`config.mk`:
```
export PLATFORM = sky130hd
export DESIGN_NAME = masked_oldest_signal_queue
export DESIGN_NICKNAME = d
export VERILOG_FILES = /design/src/rtl/core/msq_pkg.sv /design/src/rtl/core/msq_slot_ram.sv /design/src/rtl/core/msq_ctrl.sv /design/src/rtl/core/masked_oldest_signal_queue.sv
export SDC_FILE = /design/constraint.sdc
export NUM_CORES = 1
export LEC_CHECK = 0
export BUFFER_PORTS_ARGS = -buffer_cell sky130_fd_sc_hd__buf_2
export CORE_MARGIN = 2
export CORE_UTILIZATION = 28
export CTS_CLUSTER_SIZE = 28
export DETAILED_ROUTE_END_ITERATION = 10
export GPL_TIMING_DRIVEN = 0
export PLACE_DENSITY = 0.53
export SLEW_MARGIN = 15
export SYNTH_ARGS = -nofsm -noshare
export SYNTH_HDL_FRONTEND = slang
export SYNTH_HIERARCHICAL = 1
export SYNTH_SLANG_ARGS = --single-unit
```
`constraint.sdc`:
```
create_clock -name clk -period 11.1 [get_ports clk]
set_input_delay 0.555 -clock clk [delete_from_list [all_inputs] [get_ports clk]]
set_output_delay 0.555 -clock clk [all_outputs]
set_load 0.02 [all_outputs]
```
`src/rtl/core/msq_pkg.sv`:
```
// Types and constants of the masked oldest signal queue.
// Used by msq_slot_ram, msq_ctrl, the top level and its checker.
package msq_pkg;

    localparam int SIG_W      = 6;
    localparam int WORD_W     = 32;
    localparam int CODE_W     = 8;
    localparam int ACT_W      = 3;
    localparam int HOW_W      = 2;
    localparam int STATUS_W   = 2;
    localparam int IN_DATA_W  = 80;
    localparam int OUT_DATA_W = 120;

    localparam logic [SIG_W-1:0] MAX_SIGNAL = 6'd32;

    localparam logic [ACT_W-1:0] ACT_ENQUEUE   = 3'd0;
    localparam logic [ACT_W-1:0] ACT_DEQ_SET   = 3'd1;
    localparam logic [ACT_W-1:0] ACT_DEQ_UNBLK = 3'd2;
    localparam logic [ACT_W-1:0] ACT_MASK      = 3'd3;
    localparam logic [ACT_W-1:0] ACT_PENDING   = 3'd4;

    localparam logic [HOW_W-1:0] HOW_BLOCK   = 2'd0;
    localparam logic [HOW_W-1:0] HOW_SETMASK = 2'd1;
    localparam logic [HOW_W-1:0] HOW_UNBLOCK = 2'd2;
    localparam logic [HOW_W-1:0] HOW_QUERY   = 2'd3;

    localparam logic [STATUS_W-1:0] STATUS_OK       = 2'd0;
    localparam logic [STATUS_W-1:0] STATUS_FULL     = 2'd1;
    localparam logic [STATUS_W-1:0] STATUS_NO_MATCH = 2'd2;
    localparam logic [STATUS_W-1:0] STATUS_RSVD     = 2'd3;

    typedef struct packed {
        logic [ACT_W-1:0]  action;
        logic [SIG_W-1:0]  sig;
        logic [WORD_W-1:0] value;
        logic [CODE_W-1:0] code;
        logic [HOW_W-1:0]  how;
        logic [WORD_W-1:0] set;
    } item_t;

    typedef struct packed {
        logic [SIG_W-1:0]  sig;
        logic [WORD_W-1:0] value;
        logic [CODE_W-1:0] code;
        logic [WORD_W-1:0] age;
    } slot_t;

    typedef struct packed {
        logic [STATUS_W-1:0] status;
        logic [SIG_W-1:0]    out_signal;
        logic [WORD_W-1:0]   out_value;
        logic [CODE_W-1:0]   out_code;
        logic [WORD_W-1:0]   old_mask;
        logic [WORD_W-1:0]   pending_set;
        logic                wake_raised;
    } result_t;

endpackage

```
`src/rtl/core/msq_slot_ram.sv`:
```
// Slot table memory: one write port, one read port, registered read data.
// Depends on msq_pkg for the slot entry type.
module msq_slot_ram
    import msq_pkg::*;
#(
    parameter int DEPTH = 8,
    parameter int IDX_W = 3
)
(
    input  logic             clk,
    input  logic             wr_en,
    input  logic [IDX_W-1:0] wr_addr,
    input  slot_t            wr_data,
    input  logic [IDX_W-1:0] rd_addr,
    output slot_t            rd_data
);

    slot_t mem [DEPTH];
    slot_t rd_data_reg;

    always_ff @(posedge clk)
    begin
        if (wr_en)
        begin
            mem[wr_addr] <= wr_data;
        end
        rd_data_reg <= mem[rd_addr];
    end

    assign rd_data = rd_data_reg;

endmodule

```
`src/rtl/core/msq_ctrl.sv`:
```
// Sequencer of the signal queue: occupancy bits, blocked mask, stamp counter
// and the slot scan for dequeue and pending query. Depends on msq_pkg.
module msq_ctrl
    import msq_pkg::*;
#(
    parameter int DEPTH = 8,
    parameter int IDX_W = 3
)
(
    input  logic             clk,
    input  logic             rst_n,
    input  logic             in_valid,
    output logic             in_ready,
    input  item_t            in_item,
    output logic             wr_en,
    output logic [IDX_W-1:0] wr_addr,
    output slot_t            wr_data,
    output logic [IDX_W-1:0] rd_addr,
    input  slot_t            rd_data,
    output logic             res_valid,
    input  logic             res_ready,
    output result_t          res
);

    localparam logic [2:0] ST_IDLE   = 3'd0;
    localparam logic [2:0] ST_EXEC   = 3'd1;
    localparam logic [2:0] ST_SCAN   = 3'd2;
    localparam logic [2:0] ST_LAST   = 3'd3;
    localparam logic [2:0] ST_RESULT = 3'd4;

    localparam logic [IDX_W-1:0] LAST_IDX = IDX_W'(DEPTH - 1);

    logic [2:0]        state_reg, state_next;
    logic [DEPTH-1:0]  valid_reg, valid_next;
    logic [WORD_W-1:0] blocked_reg, blocked_next;
    logic [WORD_W-1:0] stamp_reg, stamp_next;
    logic [IDX_W-1:0]  scan_idx_reg, scan_idx_next;
    logic              cmp_pend_reg, cmp_pend_next;
    logic              found_reg, found_next;
    logic [IDX_W-1:0]  cmp_idx_reg, cmp_idx_next;
    logic [WORD_W-1:0] best_age_reg, best_age_next;
    logic [IDX_W-1:0]  pick_idx_reg, pick_idx_next;
    item_t             item_reg, item_next;
    logic [WORD_W-1:0] set_reg, set_next;
    result_t           res_reg, res_next;

    logic [IDX_W-1:0]  free_idx;
    logic              any_free;
    logic              is_deq;
    logic              hit_valid;
    logic [WORD_W-1:0] cmp_bit;
    logic [WORD_W-1:0] age_diff;
    logic              take;
    logic              pend_hit;

    // lowest free slot
    always_comb
    begin
        free_idx = '0;
        any_free = 1'b0;
        for (int k = DEPTH - 1; k >= 0; k--)
        begin
            if (!valid_reg[k])
            begin
                free_idx = IDX_W'(k);
                any_free = 1'b1;
            end
        end
    end

    assign is_deq    = (item_reg.action == ACT_DEQ_SET) || (item_reg.action == ACT_DEQ_UNBLK);
    assign hit_valid = cmp_pend_reg && valid_reg[cmp_idx_reg];
    assign cmp_bit   = 32'd1 << 5'(rd_data.sig - 6'd1);
    assign age_diff  = rd_data.age - best_age_reg;
    // ties keep the lower slot, since only a strictly older entry replaces the pick
    assign take      = is_deq && hit_valid && ((set_reg & cmp_bit) != '0)
                       && (!found_reg || age_diff[WORD_W-1]);
    assign pend_hit  = (item_reg.action == ACT_PENDING) && hit_valid
                       && ((blocked_reg & cmp_bit) != '0);

    assign rd_addr   = scan_idx_reg;
    assign wr_addr   = free_idx;
    assign wr_data   = '{sig: item_reg.sig, value: item_reg.value, code: item_reg.code,
                         age: stamp_reg + 32'd1};
    assign in_ready  = (state_reg == ST_IDLE);
    assign res_valid = (state_reg == ST_RESULT);

    always_comb
    begin
        res = res_reg;
        if (is_deq && !found_reg)
        begin
            res.status = STATUS_NO_MATCH;
        end
    end

    always_comb
    begin
        state_next    = state_reg;
        valid_next    = valid_reg;
        blocked_next  = blocked_reg;
        stamp_next    = stamp_reg;
        scan_idx_next = scan_idx_reg;
        cmp_pend_next = 1'b0;
        cmp_idx_next  = cmp_idx_reg;
        found_next    = found_reg;
        best_age_next = best_age_reg;
        pick_idx_next = pick_idx_reg;
        item_next     = item_reg;
        set_next      = set_reg;
        res_next      = res_reg;
        wr_en         = 1'b0;

        unique case (state_reg)
            ST_IDLE:
            begin
                if (in_valid)
                begin
                    item_next         = in_item;
                    res_next          = '0;
                    res_next.old_mask = blocked_reg;
                    found_next        = 1'b0;
                    scan_idx_next     = '0;
                    set_next          = (in_item.action == ACT_DEQ_SET) ? in_item.set
                                                                       : ~blocked_reg;
                    if ((in_item.action == ACT_DEQ_SET) || (in_item.action == ACT_DEQ_UNBLK)
                        || (in_item.action == ACT_PENDING))
                    begin
                        state_next = ST_SCAN;
                    end
                    else
                    begin
                        state_next = ST_EXEC;
                    end
                end
            end
            ST_EXEC:
            begin
                state_next = ST_RESULT;
                priority if (item_reg.action == ACT_ENQUEUE)
                begin
                    // signals outside 1..32 are dropped silently
                    if ((item_reg.sig != '0) && (item_reg.sig <= MAX_SIGNAL))
                    begin
                        if (any_free)
                        begin
                            wr_en                = 1'b1;
                            valid_next[free_idx] = 1'b1;
                            stamp_next           = stamp_reg + 32'd1;
                            res_next.wake_raised = 1'b1;
                        end
                        else
                        begin
                            res_next.status = STATUS_FULL;
                        end
                    end
                end
                else if (item_reg.action == ACT_MASK)
                begin
                    unique case (item_reg.how)
                        HOW_BLOCK:   blocked_next = blocked_reg | item_reg.set;
                        HOW_SETMASK:
                        begin
                            blocked_next         = item_reg.set;
                            res_next.wake_raised = 1'b1;
                        end
                        HOW_UNBLOCK:
                        begin
                            blocked_next         = blocked_reg & ~item_reg.set;
                            res_next.wake_raised = 1'b1;
                        end
                        HOW_QUERY:   blocked_next = blocked_reg;
                    endcase
                end
                else
                begin
                    res_next = res_reg;
                end
            end
            ST_SCAN:
            begin
                cmp_pend_next = 1'b1;
                cmp_idx_next  = scan_idx_reg;
                scan_idx_next = scan_idx_reg + IDX_W'(1);
                if (scan_idx_reg == LAST_IDX)
                begin
                    scan_idx_next = '0;
                    state_next    = ST_LAST;
                end
            end
            ST_LAST:
            begin
                state_next = ST_RESULT;
            end
            ST_RESULT:
            begin
                if (res_ready)
                begin
                    state_next = ST_IDLE;
                    // free the picked slot as the result leaves
                    if (is_deq && found_reg)
                    begin
                        valid_next[pick_idx_reg] = 1'b0;
                    end
                end
            end
            default:
            begin
                state_next = ST_IDLE;
            end
        endcase

        // compare stage of the scan, one slot behind the read address
        if (take)
        begin
            found_next          = 1'b1;
            best_age_next       = rd_data.age;
            pick_idx_next       = cmp_idx_reg;
            res_next.out_signal = rd_data.sig;
            res_next.out_value  = rd_data.value;
            res_next.out_code   = rd_data.code;
        end
        if (pend_hit)
        begin
            res_next.pending_set = res_reg.pending_set | cmp_bit;
        end
    end

    always_ff @(posedge clk or negedge rst_n)
    begin
        if (!rst_n)
        begin
            state_reg    <= ST_IDLE;
            valid_reg    <= '0;
            blocked_reg  <= '0;
            stamp_reg    <= '0;
            scan_idx_reg <= '0;
            cmp_pend_reg <= 1'b0;
            found_reg    <= 1'b0;
        end
        else
        begin
            state_reg    <= state_next;
            valid_reg    <= valid_next;
            blocked_reg  <= blocked_next;
            stamp_reg    <= stamp_next;
            scan_idx_reg <= scan_idx_next;
            cmp_pend_reg <= cmp_pend_next;
            found_reg    <= found_next;
        end
    end

    always_ff @(posedge clk)
    begin
        cmp_idx_reg  <= cmp_idx_next;
        best_age_reg <= best_age_next;
        pick_idx_reg <= pick_idx_next;
        item_reg     <= item_next;
        set_reg      <= set_next;
        res_reg      <= res_next;
    end

endmodule

```
`src/rtl/core/masked_oldest_signal_queue.sv`:
```
// Masked oldest signal queue: enqueue, masked dequeue of the oldest entry,
// blocked-mask update and pending query. Depends on msq_pkg, msq_ctrl, msq_slot_ram.
// Enqueue, mask update and unknown actions pass through the execute state; dequeue and
// pending query scan the slots one per cycle and finish in the last state, then the result state.
// One request in flight: a new one is taken only after the result has left for the output register.
// Reset (rst_n, async low) empties all slots and clears blocked mask and stamp.
module masked_oldest_signal_queue
    import msq_pkg::*;
#(
    parameter int QUEUE_DEPTH = 8
)
(
    input  logic                  clk,
    input  logic                  rst_n,
    input  logic                  s_axis_tvalid,
    output logic                  s_axis_tready,
    // signal_number[5:0], signal_value[37:6], signal_code[45:38],
    // mask_how[47:46], mask_set[79:48]
    input  logic [IN_DATA_W-1:0]  s_axis_tdata,
    // action[2:0]
    input  logic [ACT_W-1:0]      s_axis_tuser,
    output logic                  m_axis_tvalid,
    input  logic                  m_axis_tready,
    // status[1:0], out_signal[7:2], out_value[39:8], out_code[47:40],
    // old_mask[79:48], pending_set[111:80], wake_raised[112], zero[119:113]
    output logic [OUT_DATA_W-1:0] m_axis_tdata
);

    localparam int IDX_W = (QUEUE_DEPTH > 1) ? $clog2(QUEUE_DEPTH) : 1;

    item_t                 in_item;
    logic                  wr_en;
    logic [IDX_W-1:0]      wr_addr;
    slot_t                 wr_data;
    logic [IDX_W-1:0]      rd_addr;
    slot_t                 rd_data;
    logic                  res_valid;
    logic                  res_ready;
    result_t               res;
    logic                  out_valid_reg;
    logic [OUT_DATA_W-1:0] out_data_reg;

    assign in_item = '{action: s_axis_tuser,
                       sig:    s_axis_tdata[5:0],
                       value:  s_axis_tdata[37:6],
                       code:   s_axis_tdata[45:38],
                       how:    s_axis_tdata[47:46],
                       set:    s_axis_tdata[79:48]};

    msq_ctrl #(
        .DEPTH (QUEUE_DEPTH),
        .IDX_W (IDX_W)
    ) u_ctrl (
        .clk       (clk),
        .rst_n     (rst_n),
        .in_valid  (s_axis_tvalid),
        .in_ready  (s_axis_tready),
        .in_item   (in_item),
        .wr_en     (wr_en),
        .wr_addr   (wr_addr),
        .wr_data   (wr_data),
        .rd_addr   (rd_addr),
        .rd_data   (rd_data),
        .res_valid (res_valid),
        .res_ready (res_ready),
        .res       (res)
    );

    msq_slot_ram #(
        .DEPTH (QUEUE_DEPTH),
        .IDX_W (IDX_W)
    ) u_ram (
        .clk     (clk),
        .wr_en   (wr_en),
        .wr_addr (wr_addr),
        .wr_data (wr_data),
        .rd_addr (rd_addr),
        .rd_data (rd_data)
    );

    // output register: load when empty or draining
    assign res_ready = !out_valid_reg || m_axis_tready;

    always_ff @(posedge clk or negedge rst_n)
    begin
        if (!rst_n)
        begin
            out_valid_reg <= 1'b0;
        end
        else if (res_ready)
        begin
            out_valid_reg <= res_valid;
        end
    end

    always_ff @(posedge clk)
    begin
        if (res_ready && res_valid)
        begin
            out_data_reg <= {7'd0, res.wake_raised, res.pending_set, res.old_mask,
                             res.out_code, res.out_value, res.out_signal, res.status};
        end
    end

    assign m_axis_tvalid = out_valid_reg;
    assign m_axis_tdata  = out_data_reg;

endmodule

```
==> results of run 1 <==
final cells by class:
cell class,instances,area [um^2]
sequential,1161,33680
multi-input combinational,1002,9560
antenna,2,5.005
fill,15410,105900
inverter,52,202.7
clock inverter,59,631.9
clock buffer,163,3242
buffer,268,1829
tap,2160,2703
timing repair buffer,321,2639
power by group:
part | switching, uW | total, uW | leakage (uW) | internal, uW
clock network | 1700 | 3940 | 0.00189 | 2240
logic | 1820 | 3100 | 0.00589 | 1270
registers | 340 | 5870 | 0.0105 | 5530
total | 3870 | 12900 | 0.0183 | 9050
stage by stage:
step                      instance area, um^2  utilization (%)  instances  TNS (ps)  total power (uW)
final                                   54490            33.97       5188         0             12920
after detailed placement                50100            31.24       4913         0              9087
after CTS                               54480            33.97       5186         0             13080
after global routing                    54490            33.97       5187         0             13500
after floorplan                         45170                -       2483         0              7901
after global placement                  48880            30.48       4844   -710490              9047
critical path, cell delays in order (launching register included):
cell and delay, ps:
dfxtp_1 400, buf_2 240, buf_2 300, buf_2 330
nor2_1 100, ha_1 310, buf_2 250, buf_2 290
nand2_1 110, nor2_1 530, a222oi_1 230, o21ai_1 230
nor3_2 170, buf_6 210, buf_6 170, o31ai_4 390
buf_8 220, buf_8 190, buf_8 180
worst paths after layout:
check                                          start                                  to  slack, ps  cells after the start
setup / recovery           u_ram/rd_data[72]$_DFF_P_            u_ctrl/res[97]$_DFFE_PP_       5910                     18
min in group asynchronous                      rst_n  u_ctrl/blocked_reg[17]$_DFFE_PN0P_        280                      2
hold / removal                      s_axis_tdata[64]       u_ctrl/item_reg[16]$_DFFE_PP_         40                      1
hold reg to reg             u_ram/rd_data[0]$_DFF_P_    u_ctrl/best_age_reg[0]$_DFFE_PN_        430                      0
setup reg to reg           u_ram/rd_data[72]$_DFF_P_            u_ctrl/res[97]$_DFFE_PP_       5910                     18
max in group asynchronous                      rst_n    u_ctrl/stamp_reg[21]$_DFFE_PN0P_      10130                      3
layer usage:
layer | vias to the layer above | share of wire, %
li1 | 10390 | -
met1 | 11870 | 44
met2 | 675 | 49
met3 | 145 | 4.9
met4 | 10 | 2.2
met5 | - | 0.063
placed cells by master (no fill, tap or decap), types with 35 or more instances in the layout:
cell,count
a21oi_1,107
and2_1,35
buf_2,223
buf_4,189
clkbuf_1,81
clkbuf_16,118
dfrtp_1,81
dfxtp_1,78
dlygate4sd3_1,51
edfxtp_1,1002
ha_1,38
inv_1,49
mux2_2,82
mux2i_1,42
mux4_2,158
nand2_1,105
nor2_1,66
nor4b_1,39
o21ai_0,46
repair_timing:
action                     CTS  global route
setup endpoints to repair    0             0
hold endpoints to repair    78             0
hold buffers                51             0
cells by family (layout without fill, tap and decap cells):
| family | Yosys count | in the layout | synth area share [%] |
|---|---|---|---|
| flip-flops | 1161 | 1161 | 74.59 |
| AO/OA/AOI/OAI | 231 | 231 | 3.121 |
| adder cells (fa/ha/maj) | 38 | 38 | 1.053 |
| multiplexers | 282 | 282 | 10.86 |
| buffers and inverters | 320 | 863 | 4.484 |
| AND/OR/NAND/NOR | 380 | 380 | 4.639 |
| XOR/XNOR | 64 | 64 | 1.242 |
| other | 1 | 9 | 0.008306 |
==> reports/metrics.yaml, run 1 <==
status: "finished clean"
die_area_um2: 164500
dp_slack_ps: 5888
hpwl_mm: 75.20
place_congestion: 0.8640
port_buffers: 201
fin_ws_ps: 5911
post_cts_buffers: 0
crit_path_end_kind: "register"
die_y_um: 405.5
yosys-top-cells-count: "edfxtp_1, buf_4, mux4_2, a21oi_1, nand2_1"
wl_per_cell_um: 21.10
antenna_found_initial: 8
rsz0062_at_grt: "false"
grt_overflow: 0
synth_top_area_share_pct: 66.65
postSynthCellCount: 2477
async_flop_share_pct: 6.977
final_max_slew_viol_count: 0
synth-main-ff-cell: "edfxtp_1"
drt_wl_total_mm: 109.4
fin_crit_ps: 5189
yosysTopAreaCell: "edfxtp_1"
fin_skew_ps: 52.65
slew_headroom_pct: 31.91
grt_pass1_wl_mm: 161.7
p_leak_uw: 0.01829
fmax_mhz: 192.7
cp-start-kind: "register"
drt_first_pass_iters: 7
syn_to_final_growth_pct: 20.69
drt-vias-per-instance: 4.450
htree_levels: 3
ys_seq_area_share_pct: 74.59
worst_pin_slew_ps: 1014
cts_buffer_depth: 3
drive_gt1_share_pct: 31.10
ant_nets: 0
hold_viol_final: 0
synth-edff-count: 1002
period_share_pct: 46.75
rows: 147
vias: 23090
coreArea_um2: 160400
clock_latency_ps: 750
cts_sinks: 1161
syn_area_um2: 45150
grtUsageMet3_pct: 1.957
cts_resized: 0
root_buffer: "clkbuf_16"
drt_iter0_drc: 1796
yosys_warnings: 6
grt_util_met2_pct: 22.18
ys_ff_latch: 1161
synth_most_common_cell: "edfxtp_1"
cp.required_ps: 11550
grt_max_degree: 78
top_usage_layer: "met2"
tritoncts: "done"
fin_nets: 3048
drc: 0
path_clk_slew_ps: 60
grtUsageMet1_pct: 17.85
largest_register_ffs: 624
synthDistinctLibCells: 79
setup_viol: 0
power_density_nw_per_um2: 237.0
cts_buffers: 117
synthTopCellsByArea: "edfxtp_1, mux4_2, dfrtp_1"
cp.arrival_ps: 5630
whs_ps: 44.71
die_w_um: 405.5
path_class: "register to register"
start_util_pct: 28.15
vdd_ir_drop_max_uv: 158.5
grtUsageTotal_pct: 13.26
drv_cap: 0
holdCritPathClass: "primary input to register"
grt_pass1_vias: 23730
syn_area_per_cell_um2: 18.23
io_pins: 209
path_max_fanout: 15
(Power assumes the default switching activity.)
==> inputs of run 2 (changes only) <==
--- a/config.mk
+++ b/config.mk
@@ -5,13 +5,14 @@
 export SDC_FILE = /design/constraint.sdc
 export NUM_CORES = 1
 export LEC_CHECK = 0
+export ABC_AREA = 1
 export BUFFER_PORTS_ARGS = -buffer_cell sky130_fd_sc_hd__buf_2
 export CORE_MARGIN = 2
 export CORE_UTILIZATION = 28
 export CTS_CLUSTER_SIZE = 28
 export DETAILED_ROUTE_END_ITERATION = 10
 export GPL_TIMING_DRIVEN = 0
-export PLACE_DENSITY = 0.53
+export PLACE_DENSITY = 0.52
 export SLEW_MARGIN = 15
 export SYNTH_ARGS = -nofsm -noshare
 export SYNTH_HDL_FRONTEND = slang
==> constraint.sdc (replaced) <==
create_clock -name clk -period 5 [get_ports clk]
set_input_delay 0.25 -clock clk [delete_from_list [all_inputs] [get_ports clk]]
set_output_delay 0.25 -clock clk [all_outputs]
set_load 0.02 [all_outputs]
==> run 2 against run 1 <==
Routed wire length is 17% higher. Register-to-register slack lost 5300 ps. Clock skew fell by 12 ps. First-iteration DRC count increased by 30%. Non-clock buffer count is 71 higher. Die area up 8.8%. Clock power is 120% higher. Worst setup slack worse by 5300 ps. Via count up 37%. Area after synthesis increased by 8.9%. Synthesized cell count rose by 87%. Global-route usage grew 0.89 points. Critical path type unchanged. Largest power group unchanged.
==> reports/metrics.yaml, run 2 <==
cp.arrival_ps: 4880  # -750 ps
critPathMaxStageDelay_ps: 750  # +220 ps
syn_to_final_growth_pct: 19.71
post_cts_buffers: 0  # unchanged
cts_resized: 0  # unchanged
crit_path_end_kind: "register"
cts_sinks: 1161  # unchanged
cp.required_ps: 5440  # -6110 ps
yosys_warnings: 6  # unchanged
fmax_mhz: 225.4  # +17%
synth_top_area_share_pct: 61.18  # -5.5 points
coreArea_um2: 174200  # +8.6%
htree_levels: 3  # unchanged
p_leak_uw: 0.02546  # +39%
grt_max_degree: 70  # -10%
hpwl_mm: 86.32  # +15%
root_buffer: "clkbuf_16"
status: "finished clean"
die_y_um: 423.1  # +4.3%
rsz0062_at_grt: "false"
layout_common_cells: "nand2_1, edfxtp_1, inv_1, nand3_1, buf_2"
path_max_fanout: 17  # +2
drt_first_pass_iters: 5  # -2
critPathSlowestCell: "nor2_4"
vdd_ir_drop_max_uv: 291.8  # +84%
rows: 153  # +4.1%
drv_cap: 0  # unchanged
drt-vias-per-instance: 4.214  # -5.3%
placedCellCount: 7212  # +47%
synthTopCellsByArea: "edfxtp_1, nand2_1, inv_1"
reg2reg_depth: 16  # -2
holdCritPathClass: "primary input to asynchronous set/reset pin"
tritoncts: "done"
syn_area_um2: 49180  # +8.9%
io_pins: 209  # unchanged
path_class: "register to register"
die_w_um: 423.1  # +4.3%
port_buffers: 201  # unchanged
seqCellArea_um2: 33680  # unchanged
rr_startpoint: "u_ctrl/state_reg[2]$_DFFE_PN0P_"
antenna_found_initial: 1  # -7
cp-start-kind: "register"
r2r_setup_slack_ps: 560  # -5350 ps
crit_start: "u_ctrl/state_reg[2]$_DFFE_PN0P_"
die_area_um2: 179000  # +8.8%
hold_viol_final: 0  # unchanged
worstPathCellList: "nor2_1 -> inv_2 -> nor2_4 -> nand2_1 -> o21ai_0 -> nand2_1 -> nor2_4 -> nand2_2 -> inv_2 -> buf_2 -> buf_4 -> nand2_1 -> nor2_4 -> buf_12 -> buf_16 -> buf_16"
multi_input_area_um2: 10180  # +6.4%
fin_skew_ps: 40.28  # -12.37 ps
worst_pin_slew_ps: 975.6  # -37.99 ps
drive_gt1_share_pct: 14.59  # -17 points
cts_buffer_depth: 3  # unchanged
syn_area_per_cell_um2: 10.60  # -42%
cts_buffers: 116  # -0.85%
wl_per_cell_um: 17.05  # -19%
yosys-top-cells-count: "nand2_1, edfxtp_1, inv_1, nand3_1, nor2_1"
synth-edff-count: 1002  # unchanged
vias: 31710  # +37%
ys_ff_latch: 1161  # unchanged
final_common_cell: "nand2_1"
final_max_slew_viol_count: 0  # unchanged
synthDistinctLibCells: 44  # -44%
postSynthCellCount: 4638  # +87%
r2r-end: "u_ram/mem[5][33]$_DFFE_PP_"
power_density_nw_per_um2: 555.3  # +130%
period_share_pct: 88.73  # +42 points
grt_overflow: 0  # unchanged
setup_viol: 0  # unchanged
drt_iter0_drc: 2334  # +30%
synth-main-ff-cell: "edfxtp_1"
async_flop_share_pct: 6.977  # unchanged
power_uw: 32700  # +150%
slew_headroom_pct: 34.80  # +2.9 points
clock_latency_ps: 760  # about the same
start_util_pct: 28.23  # +0.083 points
grt_pass1_wl_mm: 192.1  # +19%
largest_register_ffs: 624  # unchanged
drc: 0  # unchanged
place_congestion: 0.8351  # -3.3%
final.setup.tns_ps: 0  # unchanged
fin_nets: 5217  # +71%
cts_hold_buf: 87  # +71%
fin_crit_ps: 4436  # -752.6 ps
final_cells: 7524  # +45%
synth_most_common_cell: "nand2_1"
ys_seq_area_share_pct: 68.47  # -6.1 points
ant_nets: 0  # unchanged
grtUsageTotal_pct: 14.15  # +0.89 points
yosysTopAreaCell: "edfxtp_1"
fillers: 17370  # +13%
drt_wl_total_mm: 128.3  # +17%
grt_pass1_vias: 30890  # +30%
path_clk_slew_ps: 60  # about the same
[run 2: changes by cell type in the layout (fill, tap and decap cells not counted), moves of 54 or more]
| cell | before | now |
|---|---|---|
| buf_2 | 223 | 277 |
| mux4_2 | 158 | 0 |
| nand3_1 | 21 | 338 |
| mux2_2 | 82 | 0 |
| nor2_1 | 66 | 255 |
| nand2_1 | 105 | 1311 |
| inv_1 | 49 | 852 |
[run 2: critical path, delay by kind of cell (launching register included)]
kind / cells / cell delay [ps]
AO/OA/AOI/OAI: 1 / 80
buffers and inverters: 7 / 1430
flip-flops: 1 / 420
AND/OR/NAND/NOR: 8 / 2170
[run 2: area by class of cell]
type,instances,share of cell area [%]
multi-input combinational,2287,17.28
timing repair buffer,330,4.881
clock inverter,63,1.014
tap,2325,4.941
buffer,330,3.702
inverter,866,5.538
sequential,1161,57.20
clock buffer,159,5.428
antenna,3,0.01275
[run 2: layer usage]
metal | routed length [um] | global-route usage (%)
met5 | 0 | 0
met4 | 4938 | 5.795
met3 | 6386 | 1.986
met2 | 62800 | 24.46
met1 | 54140 | 17.71
[run 2: kinds of logic after synthesis]
logic type / share of synthesized area [%]
AO/OA/AOI/OAI: 2.333
adder cells (fa/ha/maj): 0.9667
flip-flops: 68.47
buffers and inverters: 11.05
AND/OR/NAND/NOR: 16.62
XOR/XNOR: 0.5520
other: 0.007625
[run 2: worst max path at each step]
| stage | to | slack, ps | cells past startpoint |
|---|---|---|---|
| 2_1_floorplan | u_ram/mem[3][0]$_DFFE_PP_ | -600 | 13 |
| 3_3_place_gp | u_ram/mem[4][36]$_DFFE_PP_ | -5420 | 13 |
| 3_5_place_dp | u_ram/mem[5][36]$_DFFE_PP_ | 600 | 16 |
| 4_1_cts | u_ram/mem[5][33]$_DFFE_PP_ | 570 | 16 |
| 5_1_grt | u_ram/mem[5][33]$_DFFE_PP_ | 350 | 16 |
| 6_report | u_ram/mem[5][33]$_DFFE_PP_ | 560 | 16 |
[run 2: stage by stage]
stage / setup slack, ps / hold slack, ps / utilization [%] / cell area (um^2)
floorplan: -597.5 / -45.59 / - / 49210
global placement: -5417 / 418.3 / 30.50 / 53130
detailed placement: 600.5 / 114.9 / 31.12 / 54210
CTS: 572.0 / 23.24 / 33.79 / 58870
global route: 345.6 / 61.80 / 33.79 / 58870
finish: 563.7 / 39.11 / 33.80 / 58880
[run 2: where the power goes]
| part | leakage, uW | switching [uW] | internal [uW] |
|---|---|---|---|
| sequential | 0.0110 | 858 | 13200 |
| clock | 0.00185 | 3790 | 4900 |
| combinational | 0.0127 | 6870 | 3030 |
| total | 0.0255 | 11500 | 21200 |
